**config.mk**
```make
export PLATFORM = sky130hd
export DESIGN_NAME = dotq_eval
export DESIGN_NICKNAME = d
export VERILOG_FILES = /design/src/sv/dotq_pkg.sv /design/src/sv/dotq_eval.sv
export SDC_FILE = /design/constraint.sdc
export NUM_CORES = 2
export LEC_CHECK = 0
export BUFFER_PORTS_ARGS = -buffer_cell sky130_fd_sc_hd__buf_4
export CAP_MARGIN = 20
export CORE_MARGIN = 4
export CORE_UTILIZATION = 40
export CTS_BUF_LIST = sky130_fd_sc_hd__clkbuf_16
export DETAILED_ROUTE_END_ITERATION = 7
export PLACE_DENSITY = 0.67
export SLEW_MARGIN = 5
export SYNTH_ARGS = -nofsm -noshare
export SYNTH_HDL_FRONTEND = slang
export SYNTH_SLANG_ARGS = --single-unit
export TNS_END_PERCENT = 30
```
**constraint.sdc**
```tcl
create_clock -name clk -period 9.14 [get_ports clk]
set_clock_uncertainty 0.15 [all_clocks]
set_input_delay 0.914 -clock clk [delete_from_list [all_inputs] [get_ports clk]]
set_output_delay 0.914 -clock clk [all_outputs]
set_load 0.02 [all_outputs]
```
**src/sv/dotq_pkg.sv**
```systemverilog
`timescale 1ns / 1ps
`default_nettype none
package dotq_pkg;

  localparam int MAX_OBSTACLES_DEF = 256;
  localparam int COORD_W   = 24;
  localparam int LEN_W     = 16;
  localparam int REACH_W   = 17;
  localparam int DSQ_W     = 34;   // hits only: dsq < reach^2 < 2^34
  localparam int RES_W     = DSQ_W + 1;
  localparam int ROOT_W    = 17;
  localparam int PEN_W     = 17;
  localparam int SLOT_W    = 9;
  localparam int CFG_IDX_W = 2;
  localparam int ISQ_STAGES = DSQ_W / 2;
  // read + three eval stages + root stages, plus one for the accumulator
  localparam int DRAIN_CYC = 1 + 3 + ISQ_STAGES + 1;
  localparam int DRAIN_W   = $clog2(DRAIN_CYC);

  typedef enum logic [1:0] {
    ACT_CLEAR  = 2'd0,
    ACT_APPEND = 2'd1,
    ACT_QUERY  = 2'd2
  } act_t;

  typedef enum logic [1:0] {
    REG_BODY = 2'd0,
    REG_STEP = 2'd1,
    REG_HEAD = 2'd2,
    REG_JUMP = 2'd3
  } reg_t;

  typedef enum logic [1:0] {
    ST_IDLE,
    ST_SCAN,
    ST_DRAIN,
    ST_DONE
  } state_t;

  localparam logic [1:0] CLS_PASS  = 2'd0;
  localparam logic [1:0] CLS_STEP  = 2'd1;
  localparam logic [1:0] CLS_JUMP  = 2'd2;
  localparam logic [1:0] CLS_BLOCK = 2'd3;

  typedef struct packed {
    logic [1:0]                 action;
    logic signed [COORD_W-1:0]  query_x;
    logic signed [COORD_W-1:0]  query_z;
    logic signed [COORD_W-1:0]  foot_level;
    logic signed [COORD_W-1:0]  obstacle_x;
    logic signed [COORD_W-1:0]  obstacle_z;
    logic [LEN_W-1:0]           obstacle_radius;
    logic signed [COORD_W-1:0]  obstacle_base;
    logic [LEN_W-1:0]           obstacle_height;
    logic [1:0]                 obstacle_class;
  } req_t;

  typedef struct packed {
    logic [1:0]        worst_class;
    logic [SLOT_W-1:0] hit_slot;
    logic [PEN_W-1:0]  penetration;
    logic              dropped_append;
  } rsp_t;

  typedef struct packed {
    logic [LEN_W-1:0] body_radius;
    logic [LEN_W-1:0] step_over_height;
    logic [LEN_W-1:0] head_clearance;
    logic [LEN_W-1:0] jump_limit;
  } cfg_t;

  typedef struct packed {
    logic signed [COORD_W-1:0] x;
    logic signed [COORD_W-1:0] z;
    logic [LEN_W-1:0]          radius;
    logic signed [COORD_W-1:0] base;
    logic [LEN_W-1:0]          height;
    logic [1:0]                cls;
  } entry_t;

  typedef struct packed {
    logic [REACH_W-1:0] reach;
    logic [1:0]         grade;
  } sq_tag_t;

endpackage
`default_nettype wire

```
**src/sv/dotq_eval.sv**
```systemverilog
`timescale 1ns / 1ps
`default_nettype none
module dotq_eval #(
  parameter int IDX_W = 8
) (
  input  wire logic                                 clk,
  input  wire logic                                 rst,
  input  wire logic                                 in_vld,
  input  wire logic [IDX_W-1:0]                     in_idx,
  input  wire dotq_pkg::entry_t                     ent,
  input  wire logic signed [dotq_pkg::COORD_W-1:0]  qx,
  input  wire logic signed [dotq_pkg::COORD_W-1:0]  qz,
  input  wire logic signed [dotq_pkg::COORD_W-1:0]  foot,
  input  wire dotq_pkg::cfg_t                       cfg,
  output logic                                      out_vld,
  output logic [IDX_W-1:0]                          out_idx,
  output dotq_pkg::sq_tag_t                         out_tag,
  output logic [dotq_pkg::DSQ_W-1:0]                out_dsq
);

  localparam int W = dotq_pkg::COORD_W + 1;
  localparam int P = 2 * W;

  // stage 1: deltas, reach, grade
  logic signed [W-1:0] top_lvl, step_lvl, head_lvl;
  logic [1:0]          grade;
  logic signed [W-1:0] dx1, dz1;
  logic [dotq_pkg::REACH_W-1:0] reach1;
  logic [1:0]          grade1;
  logic                vld1;
  logic [IDX_W-1:0]    idx1;

  always_comb begin
    top_lvl  = W'(ent.base) + $signed({9'b0, ent.height});
    step_lvl = W'(foot) + $signed({9'b0, cfg.step_over_height});
    head_lvl = W'(foot) + $signed({9'b0, cfg.head_clearance});
    priority if (top_lvl < step_lvl) begin
      grade = dotq_pkg::CLS_STEP;
    end else if (cfg.head_clearance != '0 && W'(ent.base) > head_lvl) begin
      grade = dotq_pkg::CLS_PASS;
    end else if (ent.cls == dotq_pkg::CLS_JUMP && ent.height <= cfg.jump_limit) begin
      grade = dotq_pkg::CLS_JUMP;
    end else if (ent.cls == dotq_pkg::CLS_PASS) begin
      grade = dotq_pkg::CLS_PASS;
    end else begin
      grade = dotq_pkg::CLS_BLOCK;
    end
  end

  always_ff @(posedge clk) begin
    dx1    <= W'(ent.x) - W'(qx);
    dz1    <= W'(ent.z) - W'(qz);
    reach1 <= dotq_pkg::REACH_W'(ent.radius) + dotq_pkg::REACH_W'(cfg.body_radius);
    grade1 <= grade;
    idx1   <= in_idx;
  end

  // stage 2: squares
  logic signed [P-1:0] px, pz;
  logic [P-2:0]        dx2, dz2;
  logic [dotq_pkg::DSQ_W-1:0] rr2;
  logic [dotq_pkg::REACH_W-1:0] reach2;
  logic [1:0]          grade2;
  logic                vld2;
  logic [IDX_W-1:0]    idx2;

  assign px = dx1 * dx1;
  assign pz = dz1 * dz1;

  always_ff @(posedge clk) begin
    dx2    <= px[P-2:0];
    dz2    <= pz[P-2:0];
    rr2    <= dotq_pkg::DSQ_W'(reach1) * dotq_pkg::DSQ_W'(reach1);
    reach2 <= reach1;
    grade2 <= grade1;
    idx2   <= idx1;
  end

  // stage 3: distance sum and overlap test; passable grades drop out here
  logic [P-1:0] dsq;
  logic         hit;

  assign dsq = P'(dx2) + P'(dz2);
  assign hit = vld2 && (dsq < P'(rr2)) && (grade2 != dotq_pkg::CLS_PASS);

  always_ff @(posedge clk) begin
    out_dsq       <= dsq[dotq_pkg::DSQ_W-1:0];
    out_tag.reach <= reach2;
    out_tag.grade <= grade2;
    out_idx       <= idx2;
  end

  always_ff @(posedge clk) begin
    if (rst) begin
      vld1    <= 1'b0;
      vld2    <= 1'b0;
      out_vld <= 1'b0;
    end else begin
      vld1    <= in_vld;
      vld2    <= vld1;
      out_vld <= hit;
    end
  end

endmodule
`default_nettype wire

```
==> impl_metrics.ini <==
[critical_path]
slowest_delay_ns = 0.89
cp_max_fo = 16
critical-path-top-delay-family = adder cells
reg2reg_from = dx1[2]$_DFF_P_
path_class = flip-flop to flip-flop
cp.arrival_ns = 8.55
cp-startpoint = dx1[2]$_DFF_P_
crit_required_ns = 9.47
crit_top_cell = fa_1
crit_buf_inv = 5
startpoint_type = flip-flop
cp-end-kind = flip-flop
path_cells = and2_1 > fa_1 > fa_1 > inv_1 > fa_1 > inv_1 > fa_1 > fa_1 > fa_1 > inv_1 > fa_1 > inv_1 > ha_1 > inv_1 > nor2_1 > nand4_1 > a31oi_1 > o21ai_1 > o31ai_1 > o311a_1 > a31oi_1 > a311o_1
r2r_slack_ns = 0.92
cp_slowest_cell = dfxtp_1

[cts]
postCtsSetupRepairBufs = 0
cts_tree = done
cts_made_buffers = 40
cts-root-buf = clkbuf_16
clock_sinks = 296
cts_resized = 0
cts-htree-levels = 2
clkLatencyLatePin_ns = 0.64
cts_hold_buf = 0
clkTransAtPathRegs_ns = 0.06
clk_path_buf_depth = 3

[layout]
layout.nets = 9454
drive_gt1_share_pct = 7.12
nFillCells = 15400
post-route-cell-area_mm2 = 0.0710
area_growth_pct = 9.91

[run]
drv_cap = 0

[grt]
antenna_found_initial = 3
grt_pass1_wl_mm = 260
grt_pass1_vias = 51300
grt_overflow = 0
grt_max_degree = 36
grtUsageTotal_pct = 19.2

[floorplan]
initial_core_util_pct = 40.2
die_w_um = 410
core_mm2 = 0.161
ios = 315
die_h_um = 410
row_count = 147
die_area_mm2 = 0.168

[yosys]
synth-edff-count = 0
syn_area_per_cell_um2 = 9.39
ys_seq_elements = 296
ys_warn_count = 0
ys_seq_area_share_pct = 9.17
syn_area_mm2 = 0.0646
dominantRegCellSynth = dfxtp_1
yosysUniqueCellTypes = 97
netlist_instances = 6876
ys_async_sr_fraction_pct = 0
synth_fp_nets = 9186

[min_path]
hold_start = reach2[5]$_DFF_P_
hold_class = flip-flop to flip-flop

[route]
drc_errors = 0
drt_first_pass_iters = 6
drtIter0Drc = 2146
wirelength_mm = 156
wl_per_cell_um = 16.7
vias = 45800
drtAntennaViolNets = 0
vias_per_cell = 4.91

[sta]
slew_viol_final = 0
slew_headroom_pct = 37.4
fin_setup_tns_ns = 0
setup_slack_ns = 0.920
fmax_mhz = 122
min_period_ns = 8.22
worst_slew_pin_slew_ns = 0.938
rsz0062_at_grt = false
hold_violations = 0
setup_viol = 0
min_period_over_period_pct = 89.9

[place]
placed_cell_area_mm2 = 0.0695
place_worst_setup_slack_ns = 1.10
io_buffers = 314
routabilityCongestion = 0.905
dpl.hpwl_mm = 134

[status]
outcome = complete, no violations
-- metrics by stage --
stage	utilization (%)	cells	hold WS (ns)
6_report	44.2	9336	0.168
5_1_grt	44.2	9334	0.172
2_1_floorplan	-	6876	0.160
3_3_place_gp	43.3	9262	0.160
3_5_place_dp	43.3	9262	0.162
4_1_cts	44.2	9334	0.159
-- Yosys cell counts, drive strengths merged (13+ instances only) --
master,count,area [um2]
inv,1846,6930
fa,1394,27900
ha,663,8300
nand2,522,1960
and2,306,1910
dfxtp,296,5930
nor2,249,937
a21oi,233,1180
xnor2,222,1940
clkbuf,148,556
o21ai,139,703
a21o,123,927
nor2b,90,563
xor2,79,692
nand3,62,315
nand2b,50,313
nor3,47,240
a211oi,33,280
o21a,33,248
o21bai,33,248
and3,30,198
nand4,29,181
a31oi,28,188
o211ai,16,120
or2,16,100
a31o,13,114
nor4,13,87.6
or3,13,81.3
-- final timing paths --
| check | end | cells after the start |
|---|---|---|
| setup / recovery | dx2[48]$_DFF_P_ | 22 |
| hold / removal | out_tag[7]$_DFF_P_ | 0 |
| setup reg to reg | dx2[48]$_DFF_P_ | 22 |
| hold reg to reg | out_tag[7]$_DFF_P_ | 0 |
-- kinds of logic (layout without fill, tap and decap cells) --
kind of cell / Yosys count / in the layout / share of synthesized area [%]
buf+inv: 1995 / 2293 / 11.6
xor+xnor: 301 / 301 / 4.08
simple gates: 1460 / 1460 / 11.1
fa+ha+maj: 2057 / 2057 / 56.1
mux: 8 / 8 / 0.126
flops: 296 / 296 / 9.17
other cells: 0 / 2 / 0
compound gates: 759 / 759 / 7.87
-- per-layer routing --
metal	track usage [%]	share of wire, %
met5	0	0
met3	2.96	5.6
met4	5.23	3.0
met1	24.2	41
met2	34.1	50
-- area by class of cell --
class                           count  area [um2]  area share [%]
Clock buffer                       40        1000            1.41
Multi-Input combinational cell   4585       51200            72.1
Timing Repair Buffer              375        2820            3.97
Inverter                         1846        6930            9.76
Sequential cell                   296        5930            8.35
Clock inverter                     32         434           0.612
Tap cell                         2160        2700            3.81
Antenna cell                        2        5.00         0.00705
-- placed cells by master (no fill, tap or decap), drive strengths merged, types with 7 or more instances in the layout --
cell type and instances:
a31o 13, o211ai 16, xnor2 222, nor3b 7
or2 16, a211oi 33, o221ai 7, nor3 47
a31oi 28, or3 13, nand2 522, dfxtp 296
nor4 13, o21ai 139, a21oi 233, clkinv 14
and3 30, ha 663, buf 375, inv 1855
o21bai 33, fa 1394, nand4 29, nor2b 90
nand2b 50, mux2i 7, o22ai 10, xor2 79
and2 306, o21a 33, clkbuf 40, o41ai 11
and4 10, nand3 62, a21o 123, nor2 249
o31ai 12, a41oi 7
-- sequential cells by signal, summed over array words and instances, names as in the netlist, 19 cells and up --
signal / flops
dz1: 25
dz2: 48
rr2: 32
dx1: 25
out_dsq: 34
out_tag: 19
dx2: 48
Power is left out: the tool's default activity adds up to more than one toggle a clock period on the data nets, which glitch-free logic cannot reach.
