`src/sv/dotq_pkg.sv`:
```
`timescale 1ns / 1ps
`default_nettype none
package dotq_pkg;

  localparam int MAX_OBSTACLES_DEF = 256;
  localparam int COORD_W   = 24;
  localparam int LEN_W     = 16;
  localparam int REACH_W   = 17;
  localparam int DSQ_W     = 34;   // hits only: dsq < reach^2 < 2^34
  localparam int RES_W     = DSQ_W + 1;
  localparam int ROOT_W    = 17;
  localparam int PEN_W     = 17;
  localparam int SLOT_W    = 9;
  localparam int CFG_IDX_W = 2;
  localparam int ISQ_STAGES = DSQ_W / 2;
  // read + three eval stages + root stages, plus one for the accumulator
  localparam int DRAIN_CYC = 1 + 3 + ISQ_STAGES + 1;
  localparam int DRAIN_W   = $clog2(DRAIN_CYC);

  typedef enum logic [1:0] {
    ACT_CLEAR  = 2'd0,
    ACT_APPEND = 2'd1,
    ACT_QUERY  = 2'd2
  } act_t;

  typedef enum logic [1:0] {
    REG_BODY = 2'd0,
    REG_STEP = 2'd1,
    REG_HEAD = 2'd2,
    REG_JUMP = 2'd3
  } reg_t;

  typedef enum logic [1:0] {
    ST_IDLE,
    ST_SCAN,
    ST_DRAIN,
    ST_DONE
  } state_t;

  localparam logic [1:0] CLS_PASS  = 2'd0;
  localparam logic [1:0] CLS_STEP  = 2'd1;
  localparam logic [1:0] CLS_JUMP  = 2'd2;
  localparam logic [1:0] CLS_BLOCK = 2'd3;

  typedef struct packed {
    logic [1:0]                 action;
    logic signed [COORD_W-1:0]  query_x;
    logic signed [COORD_W-1:0]  query_z;
    logic signed [COORD_W-1:0]  foot_level;
    logic signed [COORD_W-1:0]  obstacle_x;
    logic signed [COORD_W-1:0]  obstacle_z;
    logic [LEN_W-1:0]           obstacle_radius;
    logic signed [COORD_W-1:0]  obstacle_base;
    logic [LEN_W-1:0]           obstacle_height;
    logic [1:0]                 obstacle_class;
  } req_t;

  typedef struct packed {
    logic [1:0]        worst_class;
    logic [SLOT_W-1:0] hit_slot;
    logic [PEN_W-1:0]  penetration;
    logic              dropped_append;
  } rsp_t;

  typedef struct packed {
    logic [LEN_W-1:0] body_radius;
    logic [LEN_W-1:0] step_over_height;
    logic [LEN_W-1:0] head_clearance;
    logic [LEN_W-1:0] jump_limit;
  } cfg_t;

  typedef struct packed {
    logic signed [COORD_W-1:0] x;
    logic signed [COORD_W-1:0] z;
    logic [LEN_W-1:0]          radius;
    logic signed [COORD_W-1:0] base;
    logic [LEN_W-1:0]          height;
    logic [1:0]                cls;
  } entry_t;

  typedef struct packed {
    logic [REACH_W-1:0] reach;
    logic [1:0]         grade;
  } sq_tag_t;

endpackage
`default_nettype wire

```
`src/sv/dotq_isqrt.sv`:
```
`timescale 1ns / 1ps
`default_nettype none
module dotq_isqrt #(
  parameter int IDX_W = 8
) (
  input  wire logic                               clk,
  input  wire logic                               rst,
  input  wire logic                               in_vld,
  input  wire logic [IDX_W-1:0]                   in_idx,
  input  wire dotq_pkg::sq_tag_t                  in_tag,
  input  wire logic [dotq_pkg::DSQ_W-1:0]         in_val,
  output logic                                    out_vld,
  output logic [IDX_W-1:0]                        out_idx,
  output dotq_pkg::sq_tag_t                       out_tag,
  output logic [dotq_pkg::ROOT_W-1:0]             out_root
);

  localparam int N  = dotq_pkg::ISQ_STAGES;
  localparam int DW = dotq_pkg::DSQ_W;
  localparam int RW = dotq_pkg::RES_W;

  // one result bit per stage, restoring digit method
  logic [DW-1:0]      rem [N+1];
  logic [RW-1:0]      res [N+1];
  logic               vld [N+1];
  logic [IDX_W-1:0]   idx [N+1];
  dotq_pkg::sq_tag_t  tag [N+1];

  assign rem[0] = in_val;
  assign res[0] = '0;
  assign vld[0] = in_vld;
  assign idx[0] = in_idx;
  assign tag[0] = in_tag;

  for (genvar s = 0; s < N; s++) begin : g_stage
    localparam logic [RW-1:0] BIT = RW'(1) << (DW - 2 - 2 * s);
    logic [RW-1:0] trial;
    logic          ge;

    assign trial = res[s] + BIT;
    assign ge    = {1'b0, rem[s]} >= trial;

    always_ff @(posedge clk) begin
      rem[s+1] <= ge ? rem[s] - trial[DW-1:0] : rem[s];
      res[s+1] <= ge ? (res[s] >> 1) + BIT : res[s] >> 1;
      idx[s+1] <= idx[s];
      tag[s+1] <= tag[s];
    end

    always_ff @(posedge clk) begin
      if (rst) begin
        vld[s+1] <= 1'b0;
      end else begin
        vld[s+1] <= vld[s];
      end
    end
  end

  assign out_vld  = vld[N];
  assign out_idx  = idx[N];
  assign out_tag  = tag[N];
  assign out_root = res[N][dotq_pkg::ROOT_W-1:0];

endmodule
`default_nettype wire

```
`config.mk`:
```
export PLATFORM = sky130hd
export DESIGN_NAME = dotq_isqrt
export DESIGN_NICKNAME = d
export VERILOG_FILES = /design/src/sv/dotq_pkg.sv /design/src/sv/dotq_isqrt.sv
export SDC_FILE = /design/constraint.sdc
export NUM_CORES = 1
export LEC_CHECK = 0
export ABC_CLOCK_PERIOD_IN_PS = 3100
export BUFFER_PORTS_ARGS = -buffer_cell sky130_fd_sc_hd__buf_2
export CAP_MARGIN = 20
export CORE_MARGIN = 2
export CORE_UTILIZATION = 60
export DETAILED_ROUTE_END_ITERATION = 6
export GPL_TIMING_DRIVEN = 1
export PLACE_DENSITY = 0.77
export SLEW_MARGIN = 25
export SYNTH_ARGS = -nofsm -noshare
export SYNTH_HDL_FRONTEND = slang
export SYNTH_SLANG_ARGS = --single-unit
export TNS_END_PERCENT = 50
```
`constraint.sdc`:
```
create_clock -name clk -period 3.1 [get_ports clk]
set_input_delay 0.465 -clock clk [delete_from_list [all_inputs] [get_ports clk]]
set_output_delay 0.465 -clock clk [all_outputs]
set_load 0.02 [all_outputs]
```
==> results.py, run 1 <==
metrics = {
    "worst_setup_path": {
        "critical_path_class": "reg -> reg",
        "startpoint": "res[186]",
        "arrival_ns": 3.53,
        "start_kind": "register",
        "r2r_setup_slack_ns": 0.13,
        "worst-path-max-fanout": 6,
        "reg2reg_to": "rem[168]",
        "end_kind": "register",
        "required_ns": 3.66,
        "rr_worst_depth": 11,
        "cp-endpoint": "rem[168]",
        "regToRegStartpoint": "res[186]",
    },
    "clocking": {
        "clkLatencyLatePin_ns": 0.68,
        "clock-root-buffer": "clkbuf_16",
        "cts.sinks": 1173,
        "cts_max_level": 3,
        "cts_buffers": 105,
        "cts_tree": "yes",
        "cts_buffer_depth": 3,
        "cts.clk_slew.worst_paths_ns": 0.06,
    },
    "yosys": {
        "yosysWarnings": 0,
        "seq_area_frac_synth": 0.663,
        "syn_area_um2": 35400,
        "yosysMostFrequentCell": "dfxtp_1",
        "syn_nets": 3243,
        "syn-mean-instance-area_um2": 11.8,
        "synthCells": 3013,
        "synth-edff-count": 0,
        "synth_top_area_cell": "dfxtp_1",
        "synth_cell_types": 75,
        "synthTopCellsByCount": "dfxtp_1, inv_1, nand2_1",
        "synthTopCellsByArea": "dfxtp_1, ha_1, xor2_1",
        "synthArstFlopShare": 0,
        "synth_top_area_share": 0.663,
        "synth_flop_cell": "dfxtp_1",
        "ys_seq_elements": 1173,
    },
    "global_route": {
        "antenna_found_initial": 1,
        "met1_usage": 0.239,
        "top_usage_layer": "met2",
        "grt_max_degree": 35,
        "grt_pass1_vias": 21942,
        "grt_usage": 0.220,
        "grt_use_met2": 0.415,
        "met3_usage": 0.0326,
        "grt_pass1_wl_um": 107000,
        "grt.overflow.total": 0,
    },
    "routing": {
        "drt-vias-per-instance": 5.14,
        "wirelength_um": 66000,
        "drt-initial-drc-count": 1118,
        "ant_nets": 0,
        "wl_per_cell_um": 16.0,
        "first_pass_iters": 5,
        "via_count": 21167,
        "drc": 0,
    },
    "timing": {
        "fmax_ghz": 0.336,
        "final.period_utilization": 0.959,
        "hold_viol_final": 0,
        "drv_slew": 0,
        "period_minus_slack_ns": 2.97,
        "tns_ns": 0,
        "tightest_slew_ns": 0.871,
        "relSlewSlack": 0.414,
        "rsz0062_at_grt": "false",
        "setup_viol": 0,
        "fin_skew_ns": 0.0603,
    },
    "power_and_ir_drop": {
        "p_per_area_nw_per_um2": 990,
        "combinationalPowerShare": 0.195,
        "p_seq_frac": 0.476,
        "p_clk_frac": 0.329,
        "p_sw_frac": 0.287,
        "switchingPower_mw": 11.7,
        "vdd_ir_drop_max_mv": 0.696,
        "internal-power_mw": 29.0,
        "p_leak_nw": 18.4,
    },
    "finish": {
        "layout.nets": 3487,
        "antenna_cells": 0,
        "syn_to_final_growth_pct": 16.2,
        "fin_area_um2": 41100,
        "nFillCells": 3990,
        "drive_gt1_frac": 0.107,
    },
    "floorplanning": {
        "pin_count": 109,
        "dieArea_um2": 61000,
        "core_area_um2": 58700,
        "die_y_um": 247,
        "row_count": 89,
        "die_w_um": 247,
        "start_util": 0.603,
    },
    "min_path": {
        "hold_path_class": "in -> reg",
    },
    "outcome": {
        "status": "finished clean",
    },
    "placed_design": {
        "placedInstanceArea_um2": 36800,
        "gp_congestion": 0.915,
        "port_buffers": 108,
        "hpwl_um": 44800,
    },
    "job": {
        "maxCapViolations": 0,
    },
}
==> worst min-delay path by stage <==
stage               cells past startpoint  startpoint        to  slack, ns
floorplan                               0    idx[108]  idx[100]       0.31
global placement                        0     idx[31]   idx[23]       0.31
detailed placement                      0     tag[40]   tag[21]       0.31
CTS                                     2         rst   vld[14]       0.13
global route                            2         rst   out_vld       0.17
finish                                  2         rst   vld[14]       0.16
==> logic make-up (layout without fill, tap and decap cells) <==
family                   Yosys count  count (layout)  synth area share
multiplexers                      22              22           0.00661
buffers and inverters            273             604            0.0333
AO/OA/AOI/OAI                    437             437            0.0775
XOR/XNOR                         219             219            0.0542
adder cells (fa/ha/maj)          166             166            0.0587
flip-flops                      1173            1173             0.663
AND/OR/NAND/NOR                  723             723             0.106
==> worst max-delay path: stages (launching register included) <==
cell and delay (ns):
dfxtp_1 0.35, inv_1 0.05, ha_1 0.36, or4b_2 0.60, nor4_1 0.25, buf_4 0.17, nand3_1 0.10, nand4_1 0.18
a21oi_2 0.05, nand3b_1 0.29, nor3_1 0.28, xor2_1 0.17
==> layout by cell type (no fill, tap or decap), drive strengths merged, types with 19 or more instances in the layout <==
cell type,netlist,final
a21o,42,42
inv,210,211
nand2b,33,33
o21a,34,34
a21oi,97,97
or3,29,29
nand4,33,33
nor3,94,94
buf,37,138
nor2,114,114
dfxtp,1173,1173
o21ai,146,146
clkbuf,26,152
o31ai,23,23
nand2,181,181
nor4,80,80
nand3,26,26
nor2b,39,39
ha,166,166
dlygate4sd3,0,62
xnor2,103,103
clkinv,0,29
or4,19,19
xor2,116,116
==> metrics by stage <==
stage / worst slack (ns) / utilization / hold slack (ns) / power (mW) / std cells
final: 0.126 / 0.701 / 0.158 / 40.7 / 4117
after global routing: 0.00434 / 0.701 / 0.171 / 42.8 / 4117
after CTS: 0.135 / 0.700 / 0.131 / 40.9 / 4117
after detailed placement: 0.145 / 0.627 / 0.312 / 27.4 / 3861
after global placement: 0.181 / 0.627 / 0.310 / 27.1 / 3861
after floorplan: 0.516 / - / 0.310 / 25.2 / 3013
==> state kept, by name (all words and copies together) (netlist names), 8 cells and up <==
register,flops
out_idx,8
tag,304
rem,544
out_tag,19
vld,16
out_root,17
res,136
idx,128
==> power by group through the flow <==
stage	Clock [mW]	Sequential, mW	Combinational, mW
after floorplan	0	19.0	6.18
after global placement	0	19.6	7.56
after detailed placement	0	19.6	7.79
after CTS	13.6	19.4	7.93
after global routing	14.3	19.6	8.96
final	13.4	19.4	7.96
==> cell type report <==
type / count / area, um2 / area share
repair buffers: 200 / 1400 / 0.0340
flip-flops and latches: 1173 / 23500 / 0.571
multi-input cells: 1567 / 10800 / 0.263
clock inverters: 42 / 668 / 0.0162
well taps: 773 / 967 / 0.0235
clock buffers: 152 / 3030 / 0.0737
inverters: 210 / 788 / 0.0192
==> routing by layer <==
layer  up-vias  share of wire  routed length [um]
met1      9865           0.40               26600
met2       469           0.52               34300
met3       160          0.036                2350
met4         0          0.043                2840
li1      10673              -                   -
met5         -              0                   0
==> what timing repair did <==
item                                   4_1_cts  5_1_grt
setup endpoints to repair                    7       15
endpoints found under the hold margin       63        0
setup buffers                                0        0
hold buffers                                62        0
gates resized for setup                      1        8
cloned                                       0        0
(Power assumes the default switching activity.)
==> run 2: changes to the inputs <==
--- a/config.mk
+++ b/config.mk
@@ -5,14 +5,16 @@
 export SDC_FILE = /design/constraint.sdc
 export NUM_CORES = 1
 export LEC_CHECK = 0
+export ABC_AREA = 1
 export ABC_CLOCK_PERIOD_IN_PS = 3100
 export BUFFER_PORTS_ARGS = -buffer_cell sky130_fd_sc_hd__buf_2
 export CAP_MARGIN = 20
 export CORE_MARGIN = 2
-export CORE_UTILIZATION = 60
+export CORE_UTILIZATION = 61
 export DETAILED_ROUTE_END_ITERATION = 6
 export GPL_TIMING_DRIVEN = 1
-export PLACE_DENSITY = 0.77
+export PLACE_DENSITY = 0.78
+export RECOVER_POWER = 25
 export SLEW_MARGIN = 25
 export SYNTH_ARGS = -nofsm -noshare
 export SYNTH_HDL_FRONTEND = slang
==> results.py, run 2 <==
metrics = {
    "outcome": {
        "status": "finished clean",
    },
    "yosys": {
        "yosysWarnings": 0,
        "syn-mean-instance-area_um2": 8.58,
        "synthCells": 4793,
        "synth_flop_cell": "dfxtp_1",
        "synth_top_area_share": 0.571,
        "synthArstFlopShare": 0,
        "synth-edff-count": 0,
        "ys_seq_elements": 1173,
        "yosysMostFrequentCell": "nand2_1",
        "syn_area_um2": 41100,
        "syn_nets": 5023,
        "seq_area_frac_synth": 0.571,
        "synth_cell_types": 53,
        "synthTopCellsByArea": "dfxtp_1, nand2_1, inv_1",
        "synthTopCellsByCount": "nand2_1, dfxtp_1, inv_1",
        "synth_top_area_cell": "dfxtp_1",
    },
    "routing": {
        "wl_per_cell_um": 15.7,
        "first_pass_iters": 6,
        "via_count": 30181,
        "wirelength_um": 94000,
        "drt-vias-per-instance": 5.05,
        "drc": 0,
        "drt-initial-drc-count": 2126,
        "ant_nets": 0,
    },
    "finish": {
        "largest_reg_flops": 544,
        "syn_to_final_growth_pct": 13.2,
        "layout.nets": 5246,
        "top_regs": "rem (544), tag (304), res (136)",
        "largest-register": "rem",
        "final_cell_mix": "nand2_1, dfxtp_1, inv_1",
        "final_common_cell": "nand2_1",
        "drive_gt1_frac": 0.0810,
    },
    "worst_setup_path": {
        "critical_path_class": "reg -> reg",
        "r2r_setup_slack_ns": 0.64,
        "rr_worst_depth": 13,
        "start_kind": "register",
        "regToRegStartpoint": "res[74]",
        "required_ns": 3.67,
        "end_kind": "register",
        "reg2reg_to": "rem[57]",
        "worst-path-max-fanout": 18,
        "arrival_ns": 3.03,
    },
    "power_and_ir_drop": {
        "p_per_area_nw_per_um2": 1000,
        "vdd_ir_drop_max_mv": 0.593,
        "p_total_mw": 46.7,
        "p_leak_nw": 23.3,
    },
    "floorplanning": {
        "dieArea_um2": 69500,
        "pin_count": 109,
        "die_w_um": 264,
        "row_count": 95,
        "die_y_um": 264,
        "start_util": 0.615,
        "core_area_um2": 66900,
    },
    "placed_design": {
        "port_buffers": 108,
        "gp_congestion": 0.961,
        "place_ws_ns": 0.680,
        "hpwl_um": 67700,
    },
    "min_path": {
        "holdPathEnd": "out_vld",
        "hold_path_class": "in -> reg",
        "min_from": "rst",
        "hold_depth": 2,
    },
    "global_route": {
        "grt_pass1_vias": 29327,
        "grt_max_degree": 24,
        "grt_usage": 0.268,
        "antenna_found_initial": 2,
        "grt.overflow.total": 0,
        "grt_pass1_wl_um": 150000,
    },
    "timing": {
        "drv_slew": 0,
        "setup_viol": 0,
        "relSlewSlack": 0.460,
        "tns_ns": 0,
        "fin_skew_ns": 0.0528,
        "postLayoutSetupSlackWorst_ns": 0.637,
        "fmax_ghz": 0.406,
        "final.period_utilization": 0.794,
        "period_minus_slack_ns": 2.46,
        "tightest_slew_ns": 0.810,
        "rsz0062_at_grt": "false",
        "hold_viol_final": 0,
    },
    "clocking": {
        "cts.clk_slew.worst_paths_ns": 0.07,
        "clock-root-buffer": "clkbuf_16",
        "cts.sinks": 1173,
        "cts_max_level": 3,
        "clkLatencyLatePin_ns": 0.70,
        "cts_buffers": 105,
        "cts_buffer_depth": 3,
        "post_cts_buffers": 0,
        "cts_tree": "yes",
    },
    "job": {
        "maxCapViolations": 0,
    },
}
[run 2: cell families (layout without fill, tap and decap cells)]
family,Yosys count,after routing,share of synthesized area
AND/OR/NAND/NOR,2278,2278,0.235
flip-flops,1173,1173,0.571
AO/OA/AOI/OAI,293,293,0.0419
buffers and inverters,759,1064,0.0756
XOR/XNOR,124,124,0.0264
adder cells (fa/ha/maj),166,166,0.0505
other,0,1,0
[run 2: stage by stage]
| step | area [um2] | hold slack, ns | std cells | util |
|---|---|---|---|---|
| final | 46600 | 0.161 | 5972 | 0.696 |
| after global routing | 46600 | 0.154 | 5972 | 0.696 |
| after detailed placement | 42300 | 0.312 | 5719 | 0.633 |
| after floorplan | 41100 | 0.310 | 4793 | - |
| after global placement | 42300 | 0.310 | 5719 | 0.633 |
| after CTS | 46600 | 0.132 | 5971 | 0.696 |
[run 2: repair_timing]
item / in CTS / in global routing
setup endpoints to repair: 0 / 0
resized for setup: 0 / 0
endpoints found under the hold margin: 63 / 0
hold buffers: 63 / 0
[run 2: worst max path at each step]
stage	startpoint	to	slack [ns]	cells past startpoint
after detailed placement	res[74]	rem[56]	0.68	13
after global placement	res[85]	rem[62]	0.72	11
final	res[74]	rem[57]	0.64	13
after floorplan	res[446]	rem[402]	1.28	11
after CTS	res[74]	rem[54]	0.66	13
after global routing	res[481]	rem[432]	0.38	8
[run 2: area by class of cell]
cell class              count  area [um2]
repair buffers            178        1220
well taps                 873        1090
clock buffers             142        2990
clock inverters            47         606
inverters                 697        2620
fillers                  5138       20400
multi-input cells        2861       14500
diodes                      1        2.50
flip-flops and latches   1173       23500
[run 2: metal layers]
metal | global-route usage | wire [um] | vias to the layer above
met5 | 0 | 0 | -
met2 | 0.472 | 45900 | 814
met1 | 0.337 | 40300 | 13866
met4 | 0.0965 | 2850 | 0
met3 | 0.0348 | 4870 | 197
li1 | - | - | 15304
[run 2: report_power, final]
group,switching [mW],internal [mW]
Sequential,1.96,17.8
Combinational,8.99,4.87
Clock,5.71,7.42
[run 2: critical path: stages, from the launching register on]
cell	delay, ns
dfxtp_1	0.33
inv_1	0.06
ha_1	0.39
nand2_1	0.12
nand2_1	0.07
a21oi_2	0.13
nand2_2	0.10
nand2_1	0.09
nand2_2	0.09
nand2_4	0.11
nand2_4	0.06
nor2_4	0.39
buf_4	0.36
a21oi_2	0.05
==> run 3: changes to the inputs <==
--- a/config.mk
+++ b/config.mk
@@ -6,14 +6,14 @@
 export NUM_CORES = 1
 export LEC_CHECK = 0
 export ABC_AREA = 1
-export ABC_CLOCK_PERIOD_IN_PS = 3100
+export ABC_CLOCK_PERIOD_IN_PS = 2200
 export BUFFER_PORTS_ARGS = -buffer_cell sky130_fd_sc_hd__buf_2
 export CAP_MARGIN = 20
 export CORE_MARGIN = 2
-export CORE_UTILIZATION = 61
+export CORE_UTILIZATION = 55
 export DETAILED_ROUTE_END_ITERATION = 6
 export GPL_TIMING_DRIVEN = 1
-export PLACE_DENSITY = 0.78
+export PLACE_DENSITY = 0.74
 export RECOVER_POWER = 25
 export SLEW_MARGIN = 25
 export SYNTH_ARGS = -nofsm -noshare
==> constraint.sdc (replaced) <==
create_clock -name clk -period 2.2 [get_ports clk]
set_input_delay 0.33 -clock clk [delete_from_list [all_inputs] [get_ports clk]]
set_output_delay 0.33 -clock clk [all_outputs]
set_load 0.02 [all_outputs]
==> results.py, run 3 (synthesized netlist as in run 2, its figures left out) <==
metrics = {
    "floorplanning": {
        "start_util": 0.554,
        "pin_count": 109,
        "row_count": 100,
        "dieArea_um2": 77000,
        "core_area_um2": 74200,
        "die_y_um": 277,
        "die_w_um": 277,
    },
    "finish": {
        "multiInputGateArea_um2": 14800,
        "largest_reg_flops": 544,
        "antenna_cells": 0,
        "final_common_cell": "nand2_1",
        "drive_gt1_frac": 0.114,
        "top_regs": "rem (544), tag (304), res (136)",
        "regArea_um2": 23500,
        "fin_cells": 6196,
        "fin_area_um2": 48300,
        "nFillCells": 6132,
        "final_cell_mix": "nand2_1, dfxtp_1, inv_1",
        "largest-register": "rem",
        "layout.nets": 5365,
        "syn_to_final_growth_pct": 17.4,
    },
    "routing": {
        "first_pass_iters": 6,
        "ant_nets": 0,
        "wl_per_cell_um": 15.5,
        "drc": 0,
        "wirelength_um": 95800,
        "drt-initial-drc-count": 1786,
        "drt-vias-per-instance": 4.90,
        "via_count": 30380,
    },
    "global_route": {
        "grt_pass1_wl_um": 152000,
        "grt_usage": 0.247,
        "grt.overflow.total": 0,
        "grt_max_degree": 33,
        "grt_pass1_vias": 30113,
        "antenna_found_initial": 2,
    },
    "timing": {
        "relSlewSlack": 0.615,
        "hold_viol_final": 0,
        "rsz0062_at_grt": "true",
        "fmax_ghz": 0.460,
        "drv_slew": 0,
        "hold-worst-slack_ns": 0.0528,
        "setup_viol": 0,
        "tightest_slew_ns": 0.574,
        "tns_ns": 0,
        "final.period_utilization": 0.988,
        "period_minus_slack_ns": 2.17,
        "fin_skew_ns": 0.0524,
    },
    "placed_design": {
        "dp_cells": 5908,
        "port_buffers": 108,
        "placedInstanceArea_um2": 43300,
        "gp_congestion": 0.966,
        "hpwl_um": 72300,
    },
    "power_and_ir_drop": {
        "internal-power_mw": 44.2,
        "p_per_area_nw_per_um2": 1420,
        "p_leak_nw": 24.1,
        "p_clk_frac": 0.286,
        "combinationalPowerShare": 0.306,
        "vdd_ir_drop_max_mv": 0.888,
        "p_sw_frac": 0.354,
        "switchingPower_mw": 24.3,
        "p_seq_frac": 0.408,
    },
    "worst_setup_path": {
        "end_kind": "register",
        "worst-path-max-fanout": 5,
        "required_ns": 2.78,
        "critPathMostFrequentCell": "nand2_1",
        "arrival_ns": 2.76,
        "critical_path_class": "reg -> reg",
        "timing.critical_path.buf_inv": 4,
        "start_kind": "register",
        "critPathTopFamily": "simple AND/OR/NAND/NOR gates",
        "cp_slowest_cell": "dfxtp_1",
        "worstPathCellList": "inv_1 > ha_4 > nand2_1 > nor2_1 > inv_1 > nor2_2 > nand2_1 > nand3_2 > nand2_4 > nand3_4 > buf_12 > buf_4 > nand2_1 > nand2_1",
        "cp_slowest_stage_delay_ns": 0.38,
    },
    "clocking": {
        "clkLatencyLatePin_ns": 0.69,
        "cts_tree": "yes",
        "cts.sinks": 1173,
        "cts_max_level": 3,
        "clock-root-buffer": "clkbuf_16",
        "cts.clk_slew.worst_paths_ns": 0.06,
        "cts_buffer_depth": 3,
        "cts_buffers": 110,
    },
    "job": {
        "maxCapViolations": 0,
    },
    "outcome": {
        "status": "finished clean",
    },
    "min_path": {
        "hold_path_class": "in -> reg",
    },
}
run 3: layer usage:
layer | track usage | share of wire
met2 | 0.448 | 0.49
met1 | 0.289 | 0.42
met5 | 0 | 0
met4 | 0.114 | 0.048
met3 | 0.0338 | 0.041
run 3: worst paths after layout:
path | startpoint | end | slack [ns] | cells after the start
max | res[192] | rem[151] | 0.03 | 14
min | rst | vld[16] | 0.05 | 2
max reg2reg | res[192] | rem[151] | 0.03 | 14
min reg2reg | tag[141] | tag[122] | 0.29 | 0
run 3: timing repair:
item / CTS / global route
setup endpoints to repair: 40 / 158
hold endpoints to repair: 63 / 0
gates cloned: 0 / 5
setup buffers: 4 / 12
pin swaps: 2 / 9
resized for setup: 1 / 70
hold buffers: 63 / 0
run 3: power groups by stage:
stage,logic (mW),clock network (mW),registers [mW]
global route,23.9,20.9,28.2
detailed placement,20.1,0,28.3
global placement,20.0,0,28.3
CTS,20.4,20.0,27.9
finish,21.0,19.6,27.9
floorplan,15.1,0,26.9
run 3: metrics by stage:
step | worst slack, ns | utilization | power (mW)
finish | 0.0271 | 0.651 | 68.5
global placement | -0.0528 | 0.583 | 48.3
global route | -0.0571 | 0.651 | 73.0
CTS | 0.00771 | 0.644 | 68.3
floorplan | 0.383 | - | 42.0
detailed placement | -0.0441 | 0.583 | 48.4
run 3: cell type report:
type / count / area share
clock buffer: 140 / 0.0629
multi-input combinational: 2861 / 0.307
tap: 969 / 0.0251
timing repair inverter: 2 / 0.000363
clock inverter: 64 / 0.0173
timing repair buffer: 290 / 0.0465
sequential: 1173 / 0.487
inverter: 697 / 0.0544
